[src/shape_table_pixel_coverage_core_macros.svh]
// ----------------------------------------------------------------------------
// Shape table coverage core - assertion macros
// Shared property wrappers used by the core's concurrent checks.
// ----------------------------------------------------------------------------
`ifndef SHAPE_TABLE_PIXEL_COVERAGE_CORE_MACROS_SVH
`define SHAPE_TABLE_PIXEL_COVERAGE_CORE_MACROS_SVH

// same-cycle implication, disabled in reset
`define STPC_ASSERT_IMPL(name, clk_s, rst_s, ante, cons) \
    name: assert property (@(posedge clk_s) disable iff (!rst_s) (ante) |-> (cons)) \
        else $error("stpc: same-cycle check failed");

// next-cycle implication, disabled in reset
`define STPC_ASSERT_NEXT(name, clk_s, rst_s, ante, cons) \
    name: assert property (@(posedge clk_s) disable iff (!rst_s) (ante) |=> (cons)) \
        else $error("stpc: next-cycle check failed");

`endif

[src/stpc_pkg.sv]
// ----------------------------------------------------------------------------
// Shape table coverage package
// Field widths, command/status/type codes, table entry layout and states.
// ----------------------------------------------------------------------------
package stpc_pkg;

    // field widths
    localparam int CMD_W    = 2;
    localparam int TYPE_W   = 3;
    localparam int NUM_W    = 6;
    localparam int COORD_W  = 10;
    localparam int PIX_X_W  = 6;
    localparam int PIX_Y_W  = 5;
    localparam int STATUS_W = 2;

    // commands
    localparam logic [CMD_W-1:0] CMD_ADD    = 2'd0;
    localparam logic [CMD_W-1:0] CMD_DELETE = 2'd1;
    localparam logic [CMD_W-1:0] CMD_MODIFY = 2'd2;
    localparam logic [CMD_W-1:0] CMD_QUERY  = 2'd3;

    // status codes
    localparam logic [STATUS_W-1:0] ST_OK      = 2'd0;
    localparam logic [STATUS_W-1:0] ST_FULL    = 2'd1;
    localparam logic [STATUS_W-1:0] ST_BAD_NUM = 2'd2;

    // shape types; anything else is inert
    localparam logic [TYPE_W-1:0] KIND_RECT   = 3'd1;
    localparam logic [TYPE_W-1:0] KIND_LINE   = 3'd2;
    localparam logic [TYPE_W-1:0] KIND_TRI    = 3'd3;
    localparam logic [TYPE_W-1:0] KIND_CIRCLE = 3'd4;

    // one table word: active flag, type and four coordinates
    typedef struct packed {
        logic                      active;
        logic [TYPE_W-1:0]         kind;
        logic signed [COORD_W-1:0] a;
        logic signed [COORD_W-1:0] b;
        logic signed [COORD_W-1:0] c;
        logic signed [COORD_W-1:0] d;
    } entry_t;

    // coverage pipe result
    typedef struct packed {
        logic valid;
        logic hit;
    } cover_res_t;

    // sequencer states
    typedef enum logic [1:0] {
        S_IDLE,
        S_RMW,
        S_WALK,
        S_RESULT
    } state_t;

endpackage

[src/stpc_ram.sv]
// ----------------------------------------------------------------------------
// Generic simple dual-port RAM
// One write port, one read port, read data registered.
// ----------------------------------------------------------------------------
module stpc_ram #(
    parameter int WIDTH = 8,
    parameter int DEPTH = 32
) (
    input  logic                                  clk,
    input  logic                                  we,
    input  logic [((DEPTH > 1) ? $clog2(DEPTH) : 1)-1:0] waddr,
    input  logic [WIDTH-1:0]                      wdata,
    input  logic                                  re,
    input  logic [((DEPTH > 1) ? $clog2(DEPTH) : 1)-1:0] raddr,
    output logic [WIDTH-1:0]                      rdata
);

    logic [WIDTH-1:0] mem_reg [DEPTH];
    logic [WIDTH-1:0] rdata_reg;

    // write port
    always_ff @(posedge clk)
    begin
        if (we)
        begin
            mem_reg[waddr] <= wdata;
        end
    end

    // registered read port
    always_ff @(posedge clk)
    begin
        if (re)
        begin
            rdata_reg <= mem_reg[raddr];
        end
    end

    assign rdata = rdata_reg;

endmodule

[src/stpc_cover.sv]
// ----------------------------------------------------------------------------
// Shape coverage pipe
// Two stages: compares and squares registered, then circle sum and type select.
// ----------------------------------------------------------------------------
module stpc_cover (
    input  logic                                 clk,
    input  logic                                 rst_n,
    input  logic                                 in_valid,
    input  stpc_pkg::entry_t                     entry,
    input  logic [stpc_pkg::PIX_X_W-1:0]         pixel_x,
    input  logic [stpc_pkg::PIX_Y_W-1:0]         pixel_y,
    output stpc_pkg::cover_res_t                 res
);

    import stpc_pkg::*;

    // working widths: coordinate plus sign/carry headroom, squares, sum
    localparam int WW = COORD_W + 2;
    localparam int PW = 2 * WW;
    localparam int SW = PW + 1;

    logic signed [WW-1:0] a_w, b_w, c_w, d_w, px_w, py_w;
    logic signed [WW-1:0] a_plus_c, b_plus_d, dx, dy, adx;
    logic                 x_span, y_span;

    logic                 s1_valid_reg, s1_valid_next;
    logic                 s1_active_reg, s1_active_next;
    logic [TYPE_W-1:0]    s1_kind_reg, s1_kind_next;
    logic                 s1_rect_reg, s1_rect_next;
    logic                 s1_line_reg, s1_line_next;
    logic                 s1_tri_reg, s1_tri_next;
    logic signed [PW-1:0] s1_dx2_reg, s1_dx2_next;
    logic signed [PW-1:0] s1_dy2_reg, s1_dy2_next;
    logic signed [PW-1:0] s1_r2_reg, s1_r2_next;

    logic signed [SW-1:0] dist2;
    logic                 circ_hit;
    logic                 kind_hit;

    // operand extension
    assign a_w  = {{(WW-COORD_W){entry.a[COORD_W-1]}}, entry.a};
    assign b_w  = {{(WW-COORD_W){entry.b[COORD_W-1]}}, entry.b};
    assign c_w  = {{(WW-COORD_W){entry.c[COORD_W-1]}}, entry.c};
    assign d_w  = {{(WW-COORD_W){entry.d[COORD_W-1]}}, entry.d};
    assign px_w = {{(WW-PIX_X_W){1'b0}}, pixel_x};
    assign py_w = {{(WW-PIX_Y_W){1'b0}}, pixel_y};

    // stage 1: per-type compares and the three squares
    always_comb
    begin
        a_plus_c = a_w + c_w;
        b_plus_d = b_w + d_w;
        dx       = px_w - a_w;
        dy       = py_w - b_w;
        adx      = dx[WW-1] ? -dx : dx;
        x_span   = ((px_w >= a_w) && (px_w <= c_w)) || ((px_w >= c_w) && (px_w <= a_w));
        y_span   = ((py_w >= b_w) && (py_w <= d_w)) || ((py_w >= d_w) && (py_w <= b_w));

        s1_valid_next  = in_valid;
        s1_active_next = entry.active;
        s1_kind_next   = entry.kind;
        s1_rect_next   = (px_w >= a_w) && (px_w < a_plus_c)
                      && (py_w >= b_w) && (py_w < b_plus_d);
        // horizontal first, then vertical, else nothing
        priority if (b_w == d_w)
        begin
            s1_line_next = (py_w == b_w) && x_span;
        end
        else if (a_w == c_w)
        begin
            s1_line_next = (px_w == a_w) && y_span;
        end
        else
        begin
            s1_line_next = 1'b0;
        end
        // dy is the row offset below the apex
        s1_tri_next = !dy[WW-1] && (dy < c_w) && (adx <= dy);
        s1_dx2_next = dx * dx;
        s1_dy2_next = dy * dy;
        s1_r2_next  = c_w * c_w;
    end

    always_ff @(posedge clk or negedge rst_n)
    begin
        if (!rst_n)
        begin
            s1_valid_reg <= 1'b0;
        end
        else
        begin
            s1_valid_reg <= s1_valid_next;
        end
    end

    always_ff @(posedge clk)
    begin
        s1_active_reg <= s1_active_next;
        s1_kind_reg   <= s1_kind_next;
        s1_rect_reg   <= s1_rect_next;
        s1_line_reg   <= s1_line_next;
        s1_tri_reg    <= s1_tri_next;
        s1_dx2_reg    <= s1_dx2_next;
        s1_dy2_reg    <= s1_dy2_next;
        s1_r2_reg     <= s1_r2_next;
    end

    // stage 2: circle distance test and type select
    assign dist2    = SW'(s1_dx2_reg) + SW'(s1_dy2_reg);
    assign circ_hit = (dist2 <= SW'(s1_r2_reg));

    always_comb
    begin
        unique case (s1_kind_reg)
            KIND_RECT:   kind_hit = s1_rect_reg;
            KIND_LINE:   kind_hit = s1_line_reg;
            KIND_TRI:    kind_hit = s1_tri_reg;
            KIND_CIRCLE: kind_hit = circ_hit;
            default:     kind_hit = 1'b0;
        endcase
    end

    assign res.valid = s1_valid_reg;
    assign res.hit   = s1_active_reg && kind_hit;

endmodule

[src/shape_table_pixel_coverage_core.sv]
// ----------------------------------------------------------------------------
// Shape table pixel coverage core
// Shape table in one RAM; add/delete/modify commands and per-pixel queries.
//
//   channel | handshake          | payload
//   --------+--------------------+---------------------------------------------
//   in      | in_valid/in_ready  | cmd shape_type shape_number coord_a..d px py
//   out     | out_valid/out_ready| status covered assigned_number
//
// Add writes its entry on acceptance; delete and modify read the entry, then
// write it back. A query has the single RAM read port walk one entry a cycle
// into a two-stage coverage pipe. One command at a time.
// Reset clears the count and control only; entries at or above the count
// are never read, so the RAM needs no clearing pass.
// A finished result waits in the output register; the next command is taken
// meanwhile and stalls only when its own result meets a full register.
// ----------------------------------------------------------------------------
`include "shape_table_pixel_coverage_core_macros.svh"

module shape_table_pixel_coverage_core #(
    parameter int TABLE_DEPTH = 32,
    parameter int CANVAS_COLS = 50,
    parameter int CANVAS_ROWS = 25
) (
    input  logic                                 clk,
    input  logic                                 rst_n,
    input  logic                                 in_valid,
    output logic                                 in_ready,
    input  logic [stpc_pkg::CMD_W-1:0]           cmd,
    input  logic [stpc_pkg::TYPE_W-1:0]          shape_type,
    input  logic [stpc_pkg::NUM_W-1:0]           shape_number,
    input  logic signed [stpc_pkg::COORD_W-1:0]  coord_a,
    input  logic signed [stpc_pkg::COORD_W-1:0]  coord_b,
    input  logic signed [stpc_pkg::COORD_W-1:0]  coord_c,
    input  logic signed [stpc_pkg::COORD_W-1:0]  coord_d,
    input  logic [stpc_pkg::PIX_X_W-1:0]         pixel_x,
    input  logic [stpc_pkg::PIX_Y_W-1:0]         pixel_y,
    output logic                                 out_valid,
    input  logic                                 out_ready,
    output logic [stpc_pkg::STATUS_W-1:0]        status,
    output logic                                 covered,
    output logic [stpc_pkg::NUM_W-1:0]           assigned_number
);

    import stpc_pkg::*;

    localparam int AW  = (TABLE_DEPTH > 1) ? $clog2(TABLE_DEPTH) : 1;
    localparam int UW  = $clog2(TABLE_DEPTH + 1);
    localparam int CW  = (UW > NUM_W) ? UW : NUM_W;
    localparam int XCW = ($clog2(CANVAS_COLS + 1) > PIX_X_W) ? $clog2(CANVAS_COLS + 1) : PIX_X_W;
    localparam int YCW = ($clog2(CANVAS_ROWS + 1) > PIX_Y_W) ? $clog2(CANVAS_ROWS + 1) : PIX_Y_W;
    localparam int EW  = $bits(entry_t);

    // control state
    state_t                state_reg, state_next;
    logic [UW-1:0]         used_reg, used_next;
    logic [AW-1:0]         walk_idx_reg, walk_idx_next;
    logic                  issue_done_reg, issue_done_next;
    logic                  rd_pending_reg, rd_pending_next;
    logic                  out_valid_reg, out_valid_next;

    // command held for the walk or write-back
    logic [CMD_W-1:0]          cmd_reg, cmd_next;
    logic [AW-1:0]             addr_reg, addr_next;
    logic signed [COORD_W-1:0] ca_reg, ca_next;
    logic signed [COORD_W-1:0] cb_reg, cb_next;
    logic signed [COORD_W-1:0] cc_reg, cc_next;
    logic signed [COORD_W-1:0] cd_reg, cd_next;
    logic [PIX_X_W-1:0]        px_reg, px_next;
    logic [PIX_Y_W-1:0]        py_reg, py_next;

    // result being built and output register
    logic [STATUS_W-1:0]   res_status_reg, res_status_next;
    logic                  res_covered_reg, res_covered_next;
    logic [NUM_W-1:0]      res_assigned_reg, res_assigned_next;
    logic [STATUS_W-1:0]   out_status_reg, out_status_next;
    logic                  out_covered_reg, out_covered_next;
    logic [NUM_W-1:0]      out_assigned_reg, out_assigned_next;

    // RAM port
    logic                  ram_we;
    logic [AW-1:0]         ram_waddr;
    entry_t                ram_wdata;
    logic                  ram_re;
    logic [AW-1:0]         ram_raddr;
    logic [EW-1:0]         ram_rdata;
    entry_t                rd_entry;

    cover_res_t            cres;

    // decode
    logic                  accept;
    logic                  table_full;
    logic                  add_ok;
    logic [CW-1:0]         num_ext;
    logic                  num_ok;
    logic [AW-1:0]         num_addr;
    logic                  on_canvas;
    logic                  last_issue;
    logic                  out_free;
    logic                  walk_done;
    entry_t                new_entry;

    assign accept     = in_valid && in_ready;
    assign table_full = (used_reg == UW'(TABLE_DEPTH));
    assign add_ok     = accept && (cmd == CMD_ADD) && !table_full;
    assign num_ext    = CW'(shape_number);
    assign num_ok     = (num_ext != '0) && (num_ext <= CW'(used_reg));
    assign num_addr   = AW'(num_ext - CW'(1));
    assign on_canvas  = (XCW'(pixel_x) < XCW'(CANVAS_COLS))
                     && (YCW'(pixel_y) < YCW'(CANVAS_ROWS));
    assign last_issue = (walk_idx_reg == AW'(used_reg - UW'(1)));
    assign out_free   = !out_valid_reg || out_ready;
    assign walk_done  = issue_done_reg && !rd_pending_reg && !cres.valid;
    assign rd_entry   = entry_t'(ram_rdata);

    always_comb
    begin
        new_entry.active = 1'b1;
        new_entry.kind   = shape_type;
        new_entry.a      = coord_a;
        new_entry.b      = coord_b;
        new_entry.c      = coord_c;
        new_entry.d      = coord_d;
    end

    // next state
    always_comb
    begin
        state_next = state_reg;
        unique case (state_reg)
            S_IDLE:
            begin
                if (accept)
                begin
                    priority if (cmd == CMD_ADD)
                    begin
                        state_next = S_RESULT;
                    end
                    else if (cmd == CMD_QUERY)
                    begin
                        state_next = (on_canvas && (used_reg != '0)) ? S_WALK : S_RESULT;
                    end
                    else
                    begin
                        state_next = num_ok ? S_RMW : S_RESULT;
                    end
                end
            end
            S_RMW:
            begin
                state_next = S_RESULT;
            end
            S_WALK:
            begin
                if (walk_done)
                begin
                    state_next = S_RESULT;
                end
            end
            S_RESULT:
            begin
                if (out_free)
                begin
                    state_next = S_IDLE;
                end
            end
        endcase
    end

    // outputs of the sequencer: handshake and RAM control
    always_comb
    begin
        in_ready  = 1'b0;
        ram_we    = 1'b0;
        ram_waddr = addr_reg;
        ram_wdata = new_entry;
        ram_re    = 1'b0;
        ram_raddr = walk_idx_reg;
        unique case (state_reg)
            S_IDLE:
            begin
                in_ready = 1'b1;
                if (add_ok)
                begin
                    ram_we    = 1'b1;
                    ram_waddr = AW'(used_reg);
                end
                if (accept && ((cmd == CMD_DELETE) || (cmd == CMD_MODIFY)) && num_ok)
                begin
                    ram_re    = 1'b1;
                    ram_raddr = num_addr;
                end
            end
            S_RMW:
            begin
                // write back: delete drops active, modify writes the new coordinates
                ram_we    = 1'b1;
                ram_wdata = rd_entry;
                if (cmd_reg == CMD_DELETE)
                begin
                    ram_wdata.active = 1'b0;
                end
                else
                begin
                    ram_wdata.a = ca_reg;
                    ram_wdata.b = cb_reg;
                    ram_wdata.c = cc_reg;
                    ram_wdata.d = cd_reg;
                end
            end
            S_WALK:
            begin
                ram_re = !issue_done_reg;
            end
            S_RESULT:
            begin
                ram_re = 1'b0;
            end
        endcase
    end

    // datapath next values
    always_comb
    begin
        used_next         = used_reg;
        walk_idx_next     = walk_idx_reg;
        issue_done_next   = issue_done_reg;
        rd_pending_next   = (state_reg == S_WALK) && !issue_done_reg;
        cmd_next          = cmd_reg;
        addr_next         = addr_reg;
        ca_next           = ca_reg;
        cb_next           = cb_reg;
        cc_next           = cc_reg;
        cd_next           = cd_reg;
        px_next           = px_reg;
        py_next           = py_reg;
        res_status_next   = res_status_reg;
        res_covered_next  = res_covered_reg;
        res_assigned_next = res_assigned_reg;
        out_valid_next    = out_valid_reg;
        out_status_next   = out_status_reg;
        out_covered_next  = out_covered_reg;
        out_assigned_next = out_assigned_reg;

        // capture the command
        if (accept)
        begin
            cmd_next          = cmd;
            addr_next         = num_addr;
            ca_next           = coord_a;
            cb_next           = coord_b;
            cc_next           = coord_c;
            cd_next           = coord_d;
            px_next           = pixel_x;
            py_next           = pixel_y;
            walk_idx_next     = '0;
            issue_done_next   = 1'b0;
            res_status_next   = ST_OK;
            res_covered_next  = 1'b0;
            res_assigned_next = '0;
            if (cmd == CMD_ADD)
            begin
                if (table_full)
                begin
                    res_status_next = ST_FULL;
                end
                else
                begin
                    used_next         = used_reg + UW'(1);
                    res_assigned_next = NUM_W'(CW'(used_reg) + CW'(1));
                end
            end
            else if ((cmd != CMD_QUERY) && !num_ok)
            begin
                res_status_next = ST_BAD_NUM;
            end
        end

        // entry walk and hit accumulation
        if (state_reg == S_WALK)
        begin
            if (!issue_done_reg)
            begin
                if (last_issue)
                begin
                    issue_done_next = 1'b1;
                end
                else
                begin
                    walk_idx_next = walk_idx_reg + AW'(1);
                end
            end
            res_covered_next = res_covered_reg || (cres.valid && cres.hit);
        end

        // output register
        if ((state_reg == S_RESULT) && out_free)
        begin
            out_valid_next    = 1'b1;
            out_status_next   = res_status_reg;
            out_covered_next  = res_covered_reg;
            out_assigned_next = res_assigned_reg;
        end
        else if (out_ready)
        begin
            out_valid_next = 1'b0;
        end
    end

    // control registers
    always_ff @(posedge clk or negedge rst_n)
    begin
        if (!rst_n)
        begin
            state_reg      <= S_IDLE;
            used_reg       <= '0;
            walk_idx_reg   <= '0;
            issue_done_reg <= 1'b1;
            rd_pending_reg <= 1'b0;
            out_valid_reg  <= 1'b0;
        end
        else
        begin
            state_reg      <= state_next;
            used_reg       <= used_next;
            walk_idx_reg   <= walk_idx_next;
            issue_done_reg <= issue_done_next;
            rd_pending_reg <= rd_pending_next;
            out_valid_reg  <= out_valid_next;
        end
    end

    // payload registers
    always_ff @(posedge clk)
    begin
        cmd_reg          <= cmd_next;
        addr_reg         <= addr_next;
        ca_reg           <= ca_next;
        cb_reg           <= cb_next;
        cc_reg           <= cc_next;
        cd_reg           <= cd_next;
        px_reg           <= px_next;
        py_reg           <= py_next;
        res_status_reg   <= res_status_next;
        res_covered_reg  <= res_covered_next;
        res_assigned_reg <= res_assigned_next;
        out_status_reg   <= out_status_next;
        out_covered_reg  <= out_covered_next;
        out_assigned_reg <= out_assigned_next;
    end

    // shape table
    stpc_ram #(
        .WIDTH (EW),
        .DEPTH (TABLE_DEPTH)
    ) u_table (
        .clk   (clk),
        .we    (ram_we),
        .waddr (ram_waddr),
        .wdata (ram_wdata),
        .re    (ram_re),
        .raddr (ram_raddr),
        .rdata (ram_rdata)
    );

    // coverage pipe fed by the walk reads
    stpc_cover u_cover (
        .clk      (clk),
        .rst_n    (rst_n),
        .in_valid (rd_pending_reg),
        .entry    (rd_entry),
        .pixel_x  (px_reg),
        .pixel_y  (py_reg),
        .res      (cres)
    );

    assign out_valid       = out_valid_reg;
    assign status          = out_status_reg;
    assign covered         = out_covered_reg;
    assign assigned_number = out_assigned_reg;

    // checks
    `STPC_ASSERT_IMPL(a_used_bound, clk, rst_n, 1'b1, used_reg <= UW'(TABLE_DEPTH))
    `STPC_ASSERT_IMPL(a_one_port_op, clk, rst_n, ram_we, !ram_re)
    `STPC_ASSERT_IMPL(a_walk_no_write, clk, rst_n, state_reg == S_WALK, !ram_we)
    `STPC_ASSERT_NEXT(a_add_counts, clk, rst_n, add_ok, used_reg == $past(used_reg) + UW'(1))

endmodule
[config.mk]
export PLATFORM = sky130hd
export DESIGN_NAME = shape_table_pixel_coverage_core
export DESIGN_NICKNAME = d
export VERILOG_FILES = /design/src/stpc_pkg.sv /design/src/stpc_ram.sv /design/src/stpc_cover.sv /design/src/shape_table_pixel_coverage_core.sv
export VERILOG_INCLUDE_DIRS = /design/src /design/src/src
export SDC_FILE = /design/constraint.sdc
export NUM_CORES = 2
export LEC_CHECK = 0
export BUFFER_PORTS_ARGS = -buffer_cell sky130_fd_sc_hd__buf_4
export CORE_AREA = 2 2 477 479
export CTS_CLUSTER_DIAMETER = 100
export DETAILED_ROUTE_END_ITERATION = 6
export DIE_AREA = 0 0 479 481
export PLACE_DENSITY = 0.54
export SLEW_MARGIN = 20
export SYNTH_ARGS = -nofsm -noshare
export SYNTH_HDL_FRONTEND = slang
export SYNTH_SLANG_ARGS = --single-unit
[constraint.sdc]
create_clock -name clk -period 9.25 [get_ports clk]
set_clock_uncertainty 0.15 [all_clocks]
set_input_delay 0.925 -clock clk [delete_from_list [all_inputs] [get_ports clk]]
set_output_delay 0.925 -clock clk [all_outputs]
set_load 0.05 [all_outputs]
# Word-level counts from Yosys, hierarchy flattened
# Memory sizes are Yosys's and may differ from the RTL's. A register that Yosys moved wholly into a read port is not among the register bits.
# Index checks and enable logic that the tools add are counted.
[op_classes]
add_sub_neg = 10
n_mul = 3
magnitude_cmp = 16
n_eq_ne = 21
muxes = 41
n_bitwise = 2
n_reduce_logical = 47
[op_table]
columns = ["op", "count"]
rows = [
  ["$mul 11x11->22", 2],
  ["$mux 44", 1],
  ["$mux 40", 1],
  ["$mux 5", 8],
  ["$logic_and 1x1->1", 26],
  ["$add 24x24->25", 1],
  ["$le 25x20->1", 1],
  ["$add 10x10->11", 2],
  ["$eq 10x10->1", 2],
  ["$ge 6x10->1", 2],
  ["$ge 7x10->1", 2],
  ["$le 6x10->1", 2],
  ["$le 7x10->1", 2],
  ["$mul 10x10->20", 1],
  ["$mux 1", 18],
  ["$mux 2", 8],
  ["$le 12x11->1", 1],
  ["$lt 6x12->1", 1],
  ["$lt 7x12->1", 1],
  ["$mux 12", 1],
  ["$neg 11->12", 1],
  ["$reduce_bool 6->1", 2],
  ["$lt 11x10->1", 1],
  ["$sub 6x10->11", 1],
  ["27 further kinds", 52],
]
[word_totals]
register_bits = 168
ram_bits = 1408
input_bits = 66
out_inout_bits = 11
word_cells = 170
mem_count = 1
[mem_list]
columns = ["memory", "words", "width", "rd", "rd_ports_with_merged_regs", "write_ports", "line_no", "text"]
rows = [
  ["u_table.mem_reg", 32, 44, 1, 1, 1, "stpc_ram.sv:18", "logic [WIDTH-1:0] mem_reg [DEPTH];"],
]

# Logic depth before layout (Yosys ltp)
[depth]
word_depth = 9
ltp_mapped = 31
depth_no_buf = 31

# By module
# From an unflattened synthesis, not the netlist that was laid out.
[unflattened]
hier_cells = 5417
area_unflattened_um2 = 77875.9
[by_module_without_submodules]
columns = ["mod", "instances", "cells_each", "area_per_inst_um2", "seq_area_each_um2"]
rows = [
  ["stpc_ram", 1, 3090, 55972.4, 43601.8],
  ["stpc_cover", 1, 1938, 17240.3, 1386.3],
  ["shape_table_pixel_coverage_core", 1, 389, 4663.2, 2683.8],
]

# Least setup slack after synthesis
# No wires, ideal clock.
[synth_timing]
kind = "flip-flop to flip-flop"
from = "reg px_reg[0]"
to = "reg u_cover.s1_dx2_reg[20]"
setup_ns = 0.072
arrival_time_ns = 6.999
required_ns = 9.028
setup_slack_ns = 2.028
path_stages_with_launch = 30
n_path_buf = 1
period_less_slack_ns = 7.222
path_cell_list = "edfxtp_1 -> inv_1 -> ha_1 -> inv_1 -> fa_1 -> a21o_1 -> a21oi_1 -> o21bai_1 -> a21oi_1 -> nor2_1 -> nor2_1 -> clkbuf_1 -> nand2_1 -> fa_1 -> inv_1 -> fa_1 -> fa_1 -> fa_1 -> inv_1 -> fa_1 -> inv_1 -> ha_1 -> a21o_1 -> a21o_1 -> a21oi_1 -> o21ai_0 -> a2111oi_0 -> o21bai_1 -> a21oi_1 -> xnor2_1"
[synth_between]
elab_chain_cells = 2
[synth_rtl]
columns = ["item", "line_no", "text"]
rows = [
  ["start, declared", "shape_table_pixel_coverage_core.sv:69", "logic [PIX_X_W-1:0] px_reg, px_next;"],
  ["start signal, assigned", "shape_table_pixel_coverage_core.sv:343", "px_reg <= px_next;"],
  ["$sub 7x10->11", "stpc_cover.sv:53", "dx = px_w - a_w;"],
  ["$mul 11x11->22", "stpc_cover.sv:79", "s1_dx2_next = dx * dx;"],
  ["named net u_cover.s1_dx2_next[20]", "stpc_cover.sv:32", "logic signed [PW-1:0] s1_dx2_reg, s1_dx2_next;"],
  ["end signal, assigned", "stpc_cover.sv:103", "s1_dx2_reg <= s1_dx2_next;"],
  ["end, declared", "stpc_cover.sv:32", ""],
]
# The timed path passes the listed nets, and every way through them passes these cells.
# A chain may end at the register's enable or synchronous reset.

# Worst setup path in the final report
# Same ends and word-level chain as after synthesis.

==> results.sh <==
export IMPL_worst_pin_slew_ns=1.163
export IMPL_core_rowCount=175
export IMPL_grt_max_degree=117
export IMPL_crit_start="px_reg[0]"
export IMPL_reg2reg_slack_ns=1.02
export IMPL_root_buffer="clkbuf_16"
export IMPL_worstSetupEndpointType="flop"
export IMPL_clockBufferDepth=3
export IMPL_final_common_cell="edfxtp_1"
export IMPL_initial_core_util=0.3471
export IMPL_place_congestion=0.8542
export IMPL_hp_start="coord_d[4]"
export IMPL_nNetsFinal=6420
export IMPL_drive_above_1_share=0.1225
export IMPL_synthToLayoutAreaGrowth_pct=13.75
export IMPL_firstDrtPassIters=7
export IMPL_first_iter_violations=5948
export IMPL_tns_ns=0
export IMPL_post_route_min_period_ns=8.225
export IMPL_design_die_area_um2=230400
export IMPL_path_clk_slew_ns=0.06
export IMPL_die_x_um=479
export IMPL_rsz0062_at_grt="no"
export IMPL_synthFlopType="edfxtp_1"
export IMPL_drcViolationCount=0
export IMPL_routedWlPerCell_um=27.28
export IMPL_grt_pass1_vias=49280
export IMPL_slew_headroom=0.2249
export IMPL_cp_slowest_cell="a2111oi_0"
export IMPL_wl_um=243900
export IMPL_fin_crit_sh=0.8892
export IMPL_hold_end="cd_reg[4]"
export IMPL_post_drt_via_cell_ratio=5.520
export IMPL_vias=49350
export IMPL_antenna_found_initial=14
export IMPL_grt_pass1_wl_um=352000
export IMPL_largest_reg_flops=1408
export IMPL_finalMaxSlewViolations=0
export IMPL_crit_type="reg2reg"
export IMPL_crit_path_max_fanout=8
export IMPL_synth_edf_count=1528
export IMPL_syn_area_um2=78370
export IMPL_htree_levels=4
export IMPL_yosys_warnings=0
export IMPL_dp_hpwl_um=150900
export IMPL_cp_arrival_ns=8.82
export IMPL_cts_sinks=1613
export IMPL_ys_seq_area_frac=0.6083
export IMPL_clock_latency_ns=0.85
export IMPL_track_usage=0.2098
export IMPL_run_status="completed"
export IMPL_die_y_um=481
export IMPL_clock_fmax_ghz=0.1216
export IMPL_cpPeakStageDelay_ns=0.65
export IMPL_setup_viol=0
export IMPL_core_um2=225700
export IMPL_syn_nets=6287
export IMPL_startpoint_type="flop"
export IMPL_drv_cap=0
export IMPL_grt_overflow_total=0
export IMPL_final_cell_mix="edfxtp_1, inv_1, nand2_1, fa_1, o21ai_0"
export IMPL_post_cts_buffers=0
export IMPL_cts_buffers=173
export IMPL_worstRegToRegCells=28
export IMPL_ios=77
export IMPL_worst_hold_path_num_cells=1
export IMPL_port_buffers=76
export IMPL_synth_cell_types=85
export IMPL_syn_avg_cell_area_um2=13.86
export IMPL_postRouteAntennaNets=0
export IMPL_hold_viol=0
export IMPL_crit_required_ns=9.85
export IMPL_timing_rr_start="px_reg[0]"
export IMPL_hp_class="in2reg"
export IMPL_r2r_end="u_cover.s1_dx2_reg[20]"
export IMPL_netlist_instances=5654
export IMPL_ys_seq_elements=1613
export IMPL_crit_top_cell="fa_1"
export IMPL_cts_tree="yes"
export IMPL_async_flop_share=0.01054
through the flow:
step	utilization	cell area [um2]	cells	setup WS, ns	hold WS (ns)
6_report	0.3949	89140	8941	1.025	0.1109
4_1_cts	0.3944	89040	8937	1.086	0.06344
3_3_place_gp	0.3695	83410	8619	0.9695	0.2118
3_5_place_dp	0.3700	83520	8620	1.131	0.2223
5_1_grt	0.3948	89130	8937	0.5186	0.07756
2_1_floorplan	-	78370	5654	2.028	0.1924
logic make-up after synthesis:
| family | share of synthesized area |
|---|---|
| compound gates | 0.08609 |
| xor+xnor | 0.01688 |
| fa+ha+maj | 0.1182 |
| buf+inv | 0.03730 |
| flops | 0.6083 |
| mux | 0.06099 |
| other cells | 0.00004785 |
| simple gates | 0.07218 |
cell type report:
class | instances | area [um2]
fill | 20860 | 136600
sequential | 1613 | 47670
multi-input combinational | 3286 | 28580
clock buffer | 224 | 4581
tap | 3009 | 3765
timing repair buffer | 235 | 1804
inverter | 478 | 1795
clock inverter | 92 | 933.4
antenna | 4 | 10.01
how the worst max path moves through the flow:
stage / endpoint / slack [ns] / cells past startpoint
6_report: u_cover.s1_dx2_reg[20] / 1.02 / 28
3_5_place_dp: u_cover.s1_dx2_reg[20] / 1.13 / 28
5_1_grt: u_cover.s1_dx2_reg[20] / 0.52 / 28
4_1_cts: u_cover.s1_dx2_reg[20] / 1.09 / 28
2_1_floorplan: u_cover.s1_dx2_reg[20] / 2.03 / 29
3_3_place_gp: u_cover.s1_dy2_reg[22] / 0.97 / 24
worst max-delay path: cells and delay by family, from the launching register on:
kind / cells / cell delay, ns
xor+xnor: 2 / 0.69
flops: 1 / 0.37
buf+inv: 5 / 0.56
simple gates: 2 / 0.40
fa+ha+maj: 8 / 3.33
compound gates: 11 / 2.64
synth_stat cells (46+ instances only):
cell,count,area [um2]
a211o_1,47,411.6
a211oi_1,60,450.4
a21oi_1,302,1511
and3_1,99,619.3
buf_2,62,310.3
clkbuf_1,191,716.9
dfxtp_1,68,1361
edfxtp_1,1528,45880
fa_1,289,5786
ha_1,278,3478
inv_1,467,1753
mux2_2,52,585.6
mux2i_1,221,2212
mux4_2,88,1982
nand2_1,303,1137
nand3_1,246,1231
nor2_1,255,957.2
nor4b_1,48,420.4
o2111ai_1,46,402.9
o21ai_0,279,1396
o22ai_1,90,563.0
xnor2_1,116,1016
metal layers:
| layer | track usage | vias to the layer above | routed length [um] |
|---|---|---|---|
| li1 | - | 21330 | - |
| met1 | 0.3074 | 25540 | 108900 |
| met2 | 0.3198 | 2167 | 107800 |
| met3 | 0.03867 | 315 | 20980 |
| met4 | 0.05377 | 4 | 6116 |
| met5 | 0 | - | 34 |
repair_timing:
action                    4_1_cts  5_1_grt
hold endpoints to repair       16        0
gates resized for setup         0        0
hold buffers                    1        0
Power is not shown: default switching activity piles up to over one toggle a cycle in this logic, so the estimate is an artifact.
